==> src/rtl/battery_monitor_events_macros.svh <==
// Assertion macros used by the battery monitor top level.
`ifndef BATTERY_MONITOR_EVENTS_MACROS_SVH
`define BATTERY_MONITOR_EVENTS_MACROS_SVH

// Same-cycle implication, sampled on the rising clock edge, off during reset.
`define BME_ASSERT_IMPL(lbl, pre, post) \
  lbl: assert property (@(posedge clk_i) disable iff (!rst_ni) (pre) |-> (post)) \
    else $error("battery monitor assertion failed");

// Next-cycle implication, sampled on the rising clock edge, off during reset.
`define BME_ASSERT_NEXT(lbl, pre, post) \
  lbl: assert property (@(posedge clk_i) disable iff (!rst_ni) (pre) |=> (post)) \
    else $error("battery monitor assertion failed");

`endif

==> src/rtl/bme_pkg.sv <==
// Types, constants and the percentage table of the battery monitor.
package bme_pkg;

  typedef enum logic [2:0] {
    EV_CHG_START = 3'd0,
    EV_CHG_STOP  = 3'd1,
    EV_LOW       = 3'd2,
    EV_FULL      = 3'd3,
    EV_STATUS    = 3'd4
  } kind_e;

  typedef enum logic [2:0] {
    CFG_MV_GAIN   = 3'd0,
    CFG_LOW_TH    = 3'd1,
    CFG_LOW_REL   = 3'd2,
    CFG_FULL_TH   = 3'd3,
    CFG_BCAST     = 3'd4
  } cfg_idx_e;

  // One result on its way to the output queue.
  typedef struct packed {
    kind_e       kind;
    logic [12:0] v10;
    logic [7:0]  status;
    logic        last;
  } event_t;

  // One finished round handed from the front end to the event logic.
  typedef struct packed {
    logic        ok;
    logic        chg;
    logic [15:0] mv;
  } round_t;

  localparam int MAX_RESULTS = 3;
  localparam int QDEPTH      = 16;
  localparam int QPTR_W      = 4;
  localparam int QCNT_W      = 5;

  localparam logic [15:0] RST_MV_GAIN   = 16'd57542;
  localparam logic [15:0] RST_LOW_TH    = 16'd3200;
  localparam logic [15:0] RST_LOW_REL   = 16'd3280;
  localparam logic [15:0] RST_FULL_TH   = 16'd4170;
  localparam logic [7:0]  RST_BCAST     = 8'd30;
  localparam logic [15:0] RST_VOLTAGE   = 16'd4000;
  localparam logic [6:0]  RST_PERCENT   = 7'd100;

  // x / 10 is exactly (x * 52429) >> 19 for any 16-bit x.
  localparam logic [15:0] DIV10_MUL   = 16'd52429;
  localparam int          DIV10_SHIFT = 19;

  localparam logic [7:0]  CHARGING_FLAG = 8'h80;

  localparam logic [15:0] PCT_MV [10] = '{16'd3620, 16'd3550, 16'd3500, 16'd3450, 16'd3400,
                                          16'd3350, 16'd3300, 16'd3250, 16'd3200, 16'd3000};
  localparam logic [6:0]  PCT_VAL [10] = '{7'd100, 7'd90, 7'd75, 7'd60, 7'd45,
                                           7'd30, 7'd20, 7'd10, 7'd5, 7'd0};

  // First table step whose voltage the input reaches; zero below all steps.
  function automatic logic [6:0] mv_to_percent(input logic [15:0] mv);
    logic [6:0] pct;
    pct = 7'd0;
    for (int i = 9; i >= 0; i--) begin
      if (mv >= PCT_MV[i]) begin
        pct = PCT_VAL[i];
      end
    end
    return pct;
  endfunction

endpackage

==> src/rtl/battery_monitor_events.sv <==
// Battery monitor top level: configuration, round-end event logic and output queue.
// Path: a round-ending sample passes the mean stage and the gain multiply stage, then the
// event logic writes its results into the queue, whose head drives the master side.
// Throughput: one sample per cycle; results leave one per cycle while m_axis_tready is high.
// tready drops unless the 16-entry queue has room for three results per round in flight and the next sample.
// Reset: asynchronous, active low; control state and configuration return to defaults, not the data path.
module battery_monitor_events #(
  parameter int SAMPLES_PER_ROUND = 8
) (
  input  logic        clk_i,
  input  logic        rst_ni,
  // Sample requests. tdata: [11:0] adc_sample, [12] sample_ok, [13] chg_pin_n, [15:14] zero.
  input  logic        s_axis_tvalid,
  output logic        s_axis_tready,
  input  logic [15:0] s_axis_tdata,
  // Result requests. tdata: [12:0] voltage_10mv, [20:13] status_byte, [23:21] zero.
  output logic        m_axis_tvalid,
  input  logic        m_axis_tready,
  output logic [23:0] m_axis_tdata,
  // tuser: [2:0] event_kind.
  output logic [2:0]  m_axis_tuser,
  // tlast: last_event.
  output logic        m_axis_tlast,
  // Configuration write requests.
  input  logic        cfg_valid_i,
  output logic        cfg_ready_o,
  input  logic [2:0]  cfg_index_i,
  input  logic [15:0] cfg_data_i
);

  // Configuration registers.
  logic [15:0] mv_gain_q, low_th_q, low_rel_q, full_th_q;
  logic [7:0]  bcast_q;

  // Monitor state updated at each round end.
  logic [15:0] voltage_q;
  logic [6:0]  percent_q;
  logic        charging_q, low_q, full_q;
  logic [7:0]  round_q;

  logic            in_accept;
  logic            rv;
  bme_pkg::round_t rnd;
  logic [1:0]      inflight;

  logic [bme_pkg::QCNT_W-1:0] q_count;
  bme_pkg::event_t            q_head;
  logic                       pop;

  // Event logic signals.
  logic [15:0] v_mv;
  logic [6:0]  pct;
  logic [31:0] div_prod;
  logic [12:0] v10;
  logic        chg_start, chg_stop, low_cond, low_ev, full_cond, full_ev, bcast;
  logic        full_arm, low_next;
  logic [7:0]  rc_inc;
  logic        cand_v [bme_pkg::MAX_RESULTS];
  bme_pkg::event_t cand [bme_pkg::MAX_RESULTS];
  bme_pkg::event_t slot [bme_pkg::MAX_RESULTS];
  logic [1:0]  push_n;
  logic [6:0]  room_need;

  // Every round in flight may still produce three results; hold off new samples unless the
  // queue can take those plus three more for the sample about to enter.
  assign room_need     = 7'(q_count) + 7'(bme_pkg::MAX_RESULTS) * (7'(inflight) + 7'd1);
  assign s_axis_tready = (room_need <= 7'(bme_pkg::QDEPTH));
  assign in_accept     = s_axis_tvalid && s_axis_tready;
  assign cfg_ready_o   = 1'b1;

  bme_front #(
    .SAMPLES_PER_ROUND(SAMPLES_PER_ROUND)
  ) u_front (
    .clk_i        (clk_i),
    .rst_ni       (rst_ni),
    .accept_i     (in_accept),
    .sample_i     (s_axis_tdata[11:0]),
    .ok_i         (s_axis_tdata[12]),
    .chg_i        (!s_axis_tdata[13]),
    .gain_i       (mv_gain_q),
    .round_valid_o(rv),
    .round_o      (rnd),
    .inflight_o   (inflight)
  );

  always_comb begin
    // A failed sample keeps the previous voltage and percentage.
    v_mv     = rnd.ok ? rnd.mv : voltage_q;
    pct      = rnd.ok ? bme_pkg::mv_to_percent(rnd.mv) : percent_q;
    div_prod = 32'(v_mv) * 32'(bme_pkg::DIV10_MUL);
    v10      = 13'(div_prod >> bme_pkg::DIV10_SHIFT);

    chg_start = rnd.chg && !charging_q;
    chg_stop  = !rnd.chg && charging_q;
    // Charging start re-arms the full-charge event.
    full_arm  = chg_start ? 1'b0 : full_q;

    // Low battery fires once; it re-arms only above the release level.
    low_cond = !rnd.chg && (v_mv <= low_th_q);
    low_ev   = low_cond && !low_q;
    if (low_cond) begin
      low_next = 1'b1;
    end else if (v_mv > low_rel_q) begin
      low_next = 1'b0;
    end else begin
      low_next = low_q;
    end

    full_cond = rnd.chg && (v_mv >= full_th_q);
    full_ev   = full_cond && !full_arm;

    // A zero or lowered broadcast period makes the compare true at once.
    rc_inc = round_q + 8'd1;
    bcast  = (rc_inc >= bcast_q) || (rc_inc == 8'd0);

    cand_v[0]      = chg_start || chg_stop;
    cand[0].kind   = chg_start ? bme_pkg::EV_CHG_START : bme_pkg::EV_CHG_STOP;
    cand[0].v10    = '0;
    cand[0].status = '0;
    cand[0].last   = !(low_ev || full_ev) && !bcast;

    cand_v[1]      = low_ev || full_ev;
    cand[1].kind   = low_ev ? bme_pkg::EV_LOW : bme_pkg::EV_FULL;
    cand[1].v10    = v10;
    cand[1].status = {1'b0, pct};
    cand[1].last   = !bcast;

    cand_v[2]      = bcast;
    cand[2].kind   = bme_pkg::EV_STATUS;
    cand[2].v10    = v10;
    cand[2].status = {1'b0, pct} | (rnd.chg ? bme_pkg::CHARGING_FLAG : 8'h00);
    cand[2].last   = 1'b1;

    // Pack the events that fire into consecutive queue slots, keeping their order.
    push_n = 2'd0;
    for (int k = 0; k < bme_pkg::MAX_RESULTS; k++) begin
      slot[k] = cand[k];
    end
    for (int k = 0; k < bme_pkg::MAX_RESULTS; k++) begin
      if (cand_v[k]) begin
        slot[push_n] = cand[k];
        push_n       = push_n + 2'd1;
      end
    end
    if (!rv) begin
      push_n = 2'd0;
    end
  end

  bme_queue u_queue (
    .clk_i      (clk_i),
    .rst_ni     (rst_ni),
    .push_n_i   (push_n),
    .push_data_i(slot),
    .pop_i      (pop),
    .count_o    (q_count),
    .head_o     (q_head)
  );

  assign m_axis_tvalid = (q_count != '0);
  assign pop           = m_axis_tvalid && m_axis_tready;
  assign m_axis_tdata  = {3'b000, q_head.status, q_head.v10};
  assign m_axis_tuser  = q_head.kind;
  assign m_axis_tlast  = q_head.last;

  // Configuration writes; indexes beyond the register list are dropped.
  always_ff @(posedge clk_i or negedge rst_ni) begin
    if (!rst_ni) begin
      mv_gain_q <= bme_pkg::RST_MV_GAIN;
      low_th_q  <= bme_pkg::RST_LOW_TH;
      low_rel_q <= bme_pkg::RST_LOW_REL;
      full_th_q <= bme_pkg::RST_FULL_TH;
      bcast_q   <= bme_pkg::RST_BCAST;
    end else if (cfg_valid_i && cfg_ready_o) begin
      unique case (bme_pkg::cfg_idx_e'(cfg_index_i))
        bme_pkg::CFG_MV_GAIN: mv_gain_q <= cfg_data_i;
        bme_pkg::CFG_LOW_TH:  low_th_q  <= cfg_data_i;
        bme_pkg::CFG_LOW_REL: low_rel_q <= cfg_data_i;
        bme_pkg::CFG_FULL_TH: full_th_q <= cfg_data_i;
        bme_pkg::CFG_BCAST:   bcast_q   <= cfg_data_i[7:0];
        default: ;
      endcase
    end
  end

  // Round-end state update.
  always_ff @(posedge clk_i or negedge rst_ni) begin
    if (!rst_ni) begin
      voltage_q  <= bme_pkg::RST_VOLTAGE;
      percent_q  <= bme_pkg::RST_PERCENT;
      charging_q <= 1'b0;
      low_q      <= 1'b0;
      full_q     <= 1'b0;
      round_q    <= '0;
    end else if (rv) begin
      voltage_q  <= v_mv;
      percent_q  <= pct;
      charging_q <= rnd.chg;
      low_q      <= low_next;
      full_q     <= full_arm || full_ev;
      round_q    <= bcast ? 8'd0 : rc_inc;
    end
  end

`include "battery_monitor_events_macros.svh"

  // The queue never holds more than its depth.
  `BME_ASSERT_IMPL(a_no_overflow, 1'b1, q_count <= bme_pkg::QCNT_W'(bme_pkg::QDEPTH))
  // A broadcast restarts the round counter.
  `BME_ASSERT_NEXT(a_bcast_clears, rv && bcast, round_q == 8'd0)
  // A low-battery event leaves the event disarmed.
  `BME_ASSERT_NEXT(a_low_disarms, rv && low_ev, low_q)
  // The status broadcast is always the last result of its round.
  `BME_ASSERT_IMPL(a_status_last, m_axis_tvalid && (m_axis_tuser == bme_pkg::EV_STATUS), m_axis_tlast)

endmodule

==> src/rtl/bme_front.sv <==
// Sample accumulation, round mean and millivolt conversion pipeline.
module bme_front #(
  parameter int SAMPLES_PER_ROUND = 8
) (
  input  logic            clk_i,
  input  logic            rst_ni,
  input  logic            accept_i,
  input  logic [11:0]     sample_i,
  input  logic            ok_i,
  input  logic            chg_i,
  input  logic [15:0]     gain_i,
  output logic            round_valid_o,
  output bme_pkg::round_t round_o,
  output logic [1:0]      inflight_o
);

  localparam int SUM_W   = $clog2(SAMPLES_PER_ROUND * 4095 + 1);
  localparam int CNT_W   = $clog2(SAMPLES_PER_ROUND + 1);
  localparam int LOG_D   = $clog2(SAMPLES_PER_ROUND);
  localparam int SHIFT   = SUM_W + LOG_D;
  localparam int RECIP_W = SUM_W + 1;
  localparam int PROD_W  = SUM_W + RECIP_W;
  localparam int RECIP   = ((1 << SHIFT) + SAMPLES_PER_ROUND - 1) / SAMPLES_PER_ROUND;

  logic [SUM_W-1:0]  sum_q, sum_d, total;
  logic [CNT_W-1:0]  cnt_q, cnt_d, cnt_inc;
  logic              round_full, round_end;
  logic [PROD_W-1:0] mean_prod;
  logic [11:0]       mean;

  logic              s1_valid_q;
  logic              s1_ok_q, s1_chg_q;
  logic [11:0]       s1_mean_q;
  logic              s2_valid_q;
  bme_pkg::round_t   s2_q;
  logic [27:0]       mv_prod;

  always_comb begin
    total      = sum_q + SUM_W'(sample_i);
    cnt_inc    = cnt_q + CNT_W'(1);
    round_full = (cnt_inc == CNT_W'(SAMPLES_PER_ROUND));
    round_end  = !ok_i || round_full;
    // Division by the round length as a multiply by its rounded-up reciprocal.
    mean_prod  = PROD_W'(total) * PROD_W'(RECIP);
    mean       = 12'(mean_prod >> SHIFT);
    sum_d      = sum_q;
    cnt_d      = cnt_q;
    if (accept_i) begin
      if (round_end) begin
        sum_d = '0;
        cnt_d = '0;
      end else begin
        sum_d = total;
        cnt_d = cnt_inc;
      end
    end
    mv_prod = 28'(s1_mean_q) * 28'(gain_i);
  end

  always_ff @(posedge clk_i or negedge rst_ni) begin
    if (!rst_ni) begin
      sum_q      <= '0;
      cnt_q      <= '0;
      s1_valid_q <= 1'b0;
      s2_valid_q <= 1'b0;
    end else begin
      sum_q      <= sum_d;
      cnt_q      <= cnt_d;
      s1_valid_q <= accept_i && round_end;
      s2_valid_q <= s1_valid_q;
    end
  end

  always_ff @(posedge clk_i) begin
    if (accept_i) begin
      s1_ok_q   <= ok_i;
      s1_chg_q  <= chg_i;
      s1_mean_q <= mean;
    end
    if (s1_valid_q) begin
      s2_q.ok  <= s1_ok_q;
      s2_q.chg <= s1_chg_q;
      s2_q.mv  <= 16'(mv_prod >> 12);
    end
  end

  assign round_valid_o = s2_valid_q;
  assign round_o       = s2_q;
  assign inflight_o    = {1'b0, s1_valid_q} + {1'b0, s2_valid_q};

endmodule

==> src/rtl/bme_queue.sv <==
// Result queue that takes up to three results per cycle and gives one per cycle when popped.
module bme_queue (
  input  logic                       clk_i,
  input  logic                       rst_ni,
  input  logic [1:0]                 push_n_i,
  input  bme_pkg::event_t            push_data_i [bme_pkg::MAX_RESULTS],
  input  logic                       pop_i,
  output logic [bme_pkg::QCNT_W-1:0] count_o,
  output bme_pkg::event_t            head_o
);

  bme_pkg::event_t             mem_q [bme_pkg::QDEPTH];
  logic [bme_pkg::QPTR_W-1:0]  wr_ptr_q, rd_ptr_q;
  logic [bme_pkg::QCNT_W-1:0]  count_q;

  always_ff @(posedge clk_i or negedge rst_ni) begin
    if (!rst_ni) begin
      wr_ptr_q <= '0;
      rd_ptr_q <= '0;
      count_q  <= '0;
    end else begin
      wr_ptr_q <= wr_ptr_q + bme_pkg::QPTR_W'(push_n_i);
      rd_ptr_q <= rd_ptr_q + bme_pkg::QPTR_W'(pop_i);
      count_q  <= count_q + bme_pkg::QCNT_W'(push_n_i) - bme_pkg::QCNT_W'(pop_i);
    end
  end

  always_ff @(posedge clk_i) begin
    for (int k = 0; k < bme_pkg::MAX_RESULTS; k++) begin
      if (2'(k) < push_n_i) begin
        mem_q[wr_ptr_q + bme_pkg::QPTR_W'(k)] <= push_data_i[k];
      end
    end
  end

  assign count_o = count_q;
  assign head_o  = mem_q[rd_ptr_q];

endmodule
==> config.mk <==
export PLATFORM = sky130hd
export DESIGN_NAME = battery_monitor_events
export DESIGN_NICKNAME = d
export VERILOG_FILES = /design/src/rtl/bme_pkg.sv /design/src/rtl/battery_monitor_events.sv /design/src/rtl/bme_front.sv /design/src/rtl/bme_queue.sv
export VERILOG_INCLUDE_DIRS = /design/src /design/src/rtl
export SDC_FILE = /design/constraint.sdc
export NUM_CORES = 2
export LEC_CHECK = 0
export ABC_CLOCK_PERIOD_IN_PS = 15100
export BUFFER_PORTS_ARGS = -buffer_cell sky130_fd_sc_hd__buf_4
export CORE_UTILIZATION = 60
export CTS_CLUSTER_DIAMETER = 80
export CTS_CLUSTER_SIZE = 8
export DETAILED_ROUTE_END_ITERATION = 8
export PLACE_DENSITY = 0.86
export SLEW_MARGIN = 25
export SYNTH_ARGS = -nofsm -noshare
export SYNTH_HDL_FRONTEND = slang
export SYNTH_SLANG_ARGS = --single-unit
==> constraint.sdc <==
create_clock -name clk_i -period 15.1 [get_ports clk_i]
set_clock_uncertainty 0.05 [all_clocks]
set_input_delay 4.53 -clock clk_i [delete_from_list [all_inputs] [get_ports clk_i]]
set_output_delay 4.53 -clock clk_i [all_outputs]
set_load 0.1 [all_outputs]
==> qor_table.md <==
| Group | Quantity | Value |
|---|---|---|
| run status | Status | completed |
| timing | Setup TNS | 0 ps |
| timing | Final Cycle Share | 0.5908 |
| synthesis | Yosys top cell by area | edfxtp_1 |
| clock tree | Cts-stage hold buffer count | 0 |
| worst setup path | Max stage delay cell, worst path | dfrtp_1 |
| timing | Highest clock rate | 0.1121 GHz |
| finish | Layout area overhead | 10.06% |
| synthesis | Post-synthesis instance total | 3512 |
| finish | Number of diodes added for antenna fixing | 0 |
| routing | Via count normalized by instance count | 6.316 |
| finish | Most frequent cells in the layout | nor2_1, edfxtp_1, inv_1 |
| worst setup path | Required time of the critical path | 10520 ps |
| worst setup path | Crit Path Max Fanout | 22 |
| timing | Final count of negative-setup-slack endpoints | 0 |
| timing | Final Slew Violations | 0 |
| global route | GRT Residual Overflow | 0 |
| synthesis | Number of synthesized flops with an enable pin | 432 |
| clock tree | Clock-pin slew of the registers on the worst-case setup and hold paths | 50 ps |
| global route | Global-route total usage across every layer | 0.3179 |
| routing | Remaining number of nets flagged by the antenna check after routing | 0 |
| run | Max Cap Violations | 0 |
| place | Cell count after placement | 4297 |
| clock tree | CTS H-Tree Depth | 3 |
| timing | Setup repair after global routing missed its margin | false |
| timing | Fin crit period | 8921 ps |
| global route | Vias in the first global route | 28.74k |
| routing | Wire length per cell after detailed routing | 22.99 um |
| clock tree | PostCTS Resize Cnt | 0 |
| worst setup path | Crit path capture type | primary output |
| synthesis | Mean post-synth cell area | 10.91 sq um |
| worst setup path | R2R Path End | u_queue.mem_q[4][20] |
| hold path | Worst Hold Path EP | u_front.round_o[17] |
| die | Number of placement rows | 92 |
| worst setup path | Cell family with most CP delay | adder cells |
| timing | Final worst-path setup slack | 6179 ps |
| die | Width of the die | 254.7 um |
| synthesis | Yosys cell types | 89 |
| timing | Remaining max-slew budget at the tightest pin | 0.2619 |
| worst setup path | Length in cells of the worst reg-to-reg path | 22 |
| die | Initial cell density of the core | 0.6073 |
| synthesis | Most common flop cell mapped by yosys | edfxtp_1 |
| synthesis | Fraction of synthesized cell area taken by the top area cell type | 0.3386 |
| hold path | Hold/Removal Path Class | reg2reg |
| global route | First-pass GRT wire length | 155900 um |
| synthesis | Proportion of synthesized flip-flops having asynchronous set or reset | 0.2448 |
| worst setup path | Worst r2r src | u_front.round_o[17] |
| die | Area of the die | 0.06487 sq mm |
| clock tree | Clock root cell | clkbuf_16 |
| synthesis | Yosys warning count | 0 |
| worst setup path | Data arrival time at the worst-slack endpoint | 4340 ps |
| clock tree | Maximum buffer depth of the clock tree | 3 |
| clock tree | Sinks on the clock net | 572 |
| synthesis | Portion of the post-synthesis area used by sequential elements | 0.4311 |
| global route | Antenna violations before repair | 0 |
| die | Die Y-Extent | 254.7 um |
| worst setup path | List of cells traversed by the critical path | inv_1 > ha_1 > inv_1 > ha_1 > ha_1 > fa_1 > nor3_1 > nand2b_1 > maj3_1 > o21ai_0 > buf_4 |
| synthesis | Synthesis-stage register bit count | 572 |
| finish | Final core area utilization | 0.6685 |
| finish | Share of cells above drive strength 1 | 0.1220 |
| place | Estimated wirelength of the detail-placed design | 64800 um |
| worst setup path | Register-to-register setup slack | 6960 ps |
| timing | Slew @ Worst Pin | 1107 ps |
| finish | Post-Layout Cell Count | 4419 |
| place | Placement Setup Slack | 6869 ps |
| routing | Initial DRT Pass Iterations | 6 |
| worst setup path | CP bufs+invs | 3 |
| routing | Total wire length after detailed routing | 101600 um |
| routing | Drt first-iter violations | 3439 |
| finish | Final-layout fill cell count | 4350 |
| hold path | Number of cells on the worst hold path | 0 |
| worst setup path | Crit-path most repeated cell | ha_1 |
| finish | Count of nets after finishing | 4085 |
| die | Core box area | 0.06308 sq mm |
| worst setup path | Worst Setup Path Type | reg2out |
| place | Final Wtd Congestion | 0.9659 |
| synthesis | Netlist area before placement | 0.03831 sq mm |
| clock tree | Total CTS buffers | 81 |
| synthesis | Synth top area cells | edfxtp_1, fa_1, ha_1 |
| place | Port buffer count | 64 |
| global route | Largest net degree at the start of global routing | 75 |
| worst setup path | Startpoint types | register |
| routing | Total vias in the final route | 27.91k |
| routing | # DRC | 0 |
| finish | Most common cell after layout, fill and taps aside | nor2_1 |
| clock tree | Skew-Pair Late Insertion Delay | 640 ps |
| clock tree | Clock tree from TritonCTS | built |
| timing | Count of final hold-check violations | 0 |
| hold path | Worst hold start | u_front.s1_ok_q |
| die | Number of primary I/O pins | 71 |
| worst setup path | CP max stage delay | 900 ps |
| clock tree | Post-CTS Repair Setup Buffers | 0 |
Yosys cell counts (8+ instances only):
cell      instances
a211o_1           8
a211oi_1         17
a21o_1           29
a21oi_1          88
a221oi_1         27
a22o_1            8
a22oi_1          26
a31oi_1           8
and2_1           74
and3_1           10
buf_1            21
buf_2            44
clkbuf_1        113
dfrtp_1         108
dfstp_2          32
edfxtp_1        432
fa_1            223
ha_1            288
inv_1           417
mux2_2           59
mux2i_1         120
mux2i_2           8
mux4_2           50
nand2_1         339
nand2b_1         15
nand3_1          34
nand4_1          15
nor2_1          434
nor2b_1          14
nor3_1           35
nor4_1           16
o211ai_1          8
o21a_1           13
o21ai_0         168
o21bai_1          8
o31ai_1          18
or3_1            13
xnor2_1          46
xor2_1           22
area by class of cell:
cell class / instances / area [sq um] / area share
inverter: 420 / 1577 / 0.03739
clock buffer: 115 / 2165 / 0.05133
sequential: 572 / 16520 / 0.3919
multi-input combinational: 2334 / 19710 / 0.4675
timing repair buffer: 125 / 960.9 / 0.02279
tap: 846 / 1059 / 0.02510
clock inverter: 7 / 168.9 / 0.004006
flip-flops by register name, indices dropped and copies added (netlist names), 12 cells and up:
register and flops:
u_queue.mem_q 400, u_front.round_o 18, full_th_q 16, low_rel_q 16, low_th_q 16, mv_gain_q 16, voltage_q 16, u_front.sum_q 15
u_front.s1_mean_q 12
logic make-up after synthesis:
kind of cell | count (synthesis) | share of synthesized area
flops | 572 | 0.4311
simple gates | 1030 | 0.1172
fa+ha+maj | 512 | 0.2108
xor+xnor | 68 | 0.01555
compound gates | 483 | 0.08191
buf+inv | 608 | 0.06228
other cells | 2 | 0.0001960
mux | 237 | 0.08096
stage by stage:
step | area [sq um] | hold slack [ps]
finish | 42170 | 371.3
global route | 42170 | 386.8
CTS | 42140 | 378.1
detailed placement | 39810 | 365.6
global placement | 39750 | 351.1
floorplan | 38320 | 350.3
routing by layer:
metal	part of all wire	wire, um	up-vias	track usage
li1	-	-	12040	-
met1	0.35	35480	13610	0.3838
met2	0.49	49430	1742	0.5374
met3	0.10	10470	524	0.06307
met4	0.061	6206	0	0.1716
met5	0	0	-	0
worst register-to-register path, stage by stage, from the launching register on:
cell	delay [ps]
edfxtp_1	320
buf_4	340
mux2i_1	450
inv_1	350
ha_1	410
inv_1	100
fa_1	540
inv_1	50
fa_1	500
fa_1	520
fa_1	590
inv_1	80
fa_1	550
inv_1	50
ha_1	290
nand4_1	170
a211o_1	330
a221oi_2	480
o2111ai_2	280
a211o_1	350
nor3b_1	180
a311oi_4	740
nor2_1	150
worst max-delay path by stage:
stage	startpoint	to	slack, ps	depth (start not counted)
final	u_front.s1_valid_q	s_axis_tready	6180	11
after global placement	u_front.s1_valid_q	s_axis_tready	6890	10
after global routing	u_front.s1_valid_q	s_axis_tready	5930	11
after CTS	u_front.s1_valid_q	s_axis_tready	6110	11
after detailed placement	u_front.s1_valid_q	s_axis_tready	6870	11
after floorplan	u_front.round_valid_o	s_axis_tready	5590	12
Power is left out: the tool's default activity adds up to more than one toggle a clock period on the data nets, which glitch-free logic cannot reach.
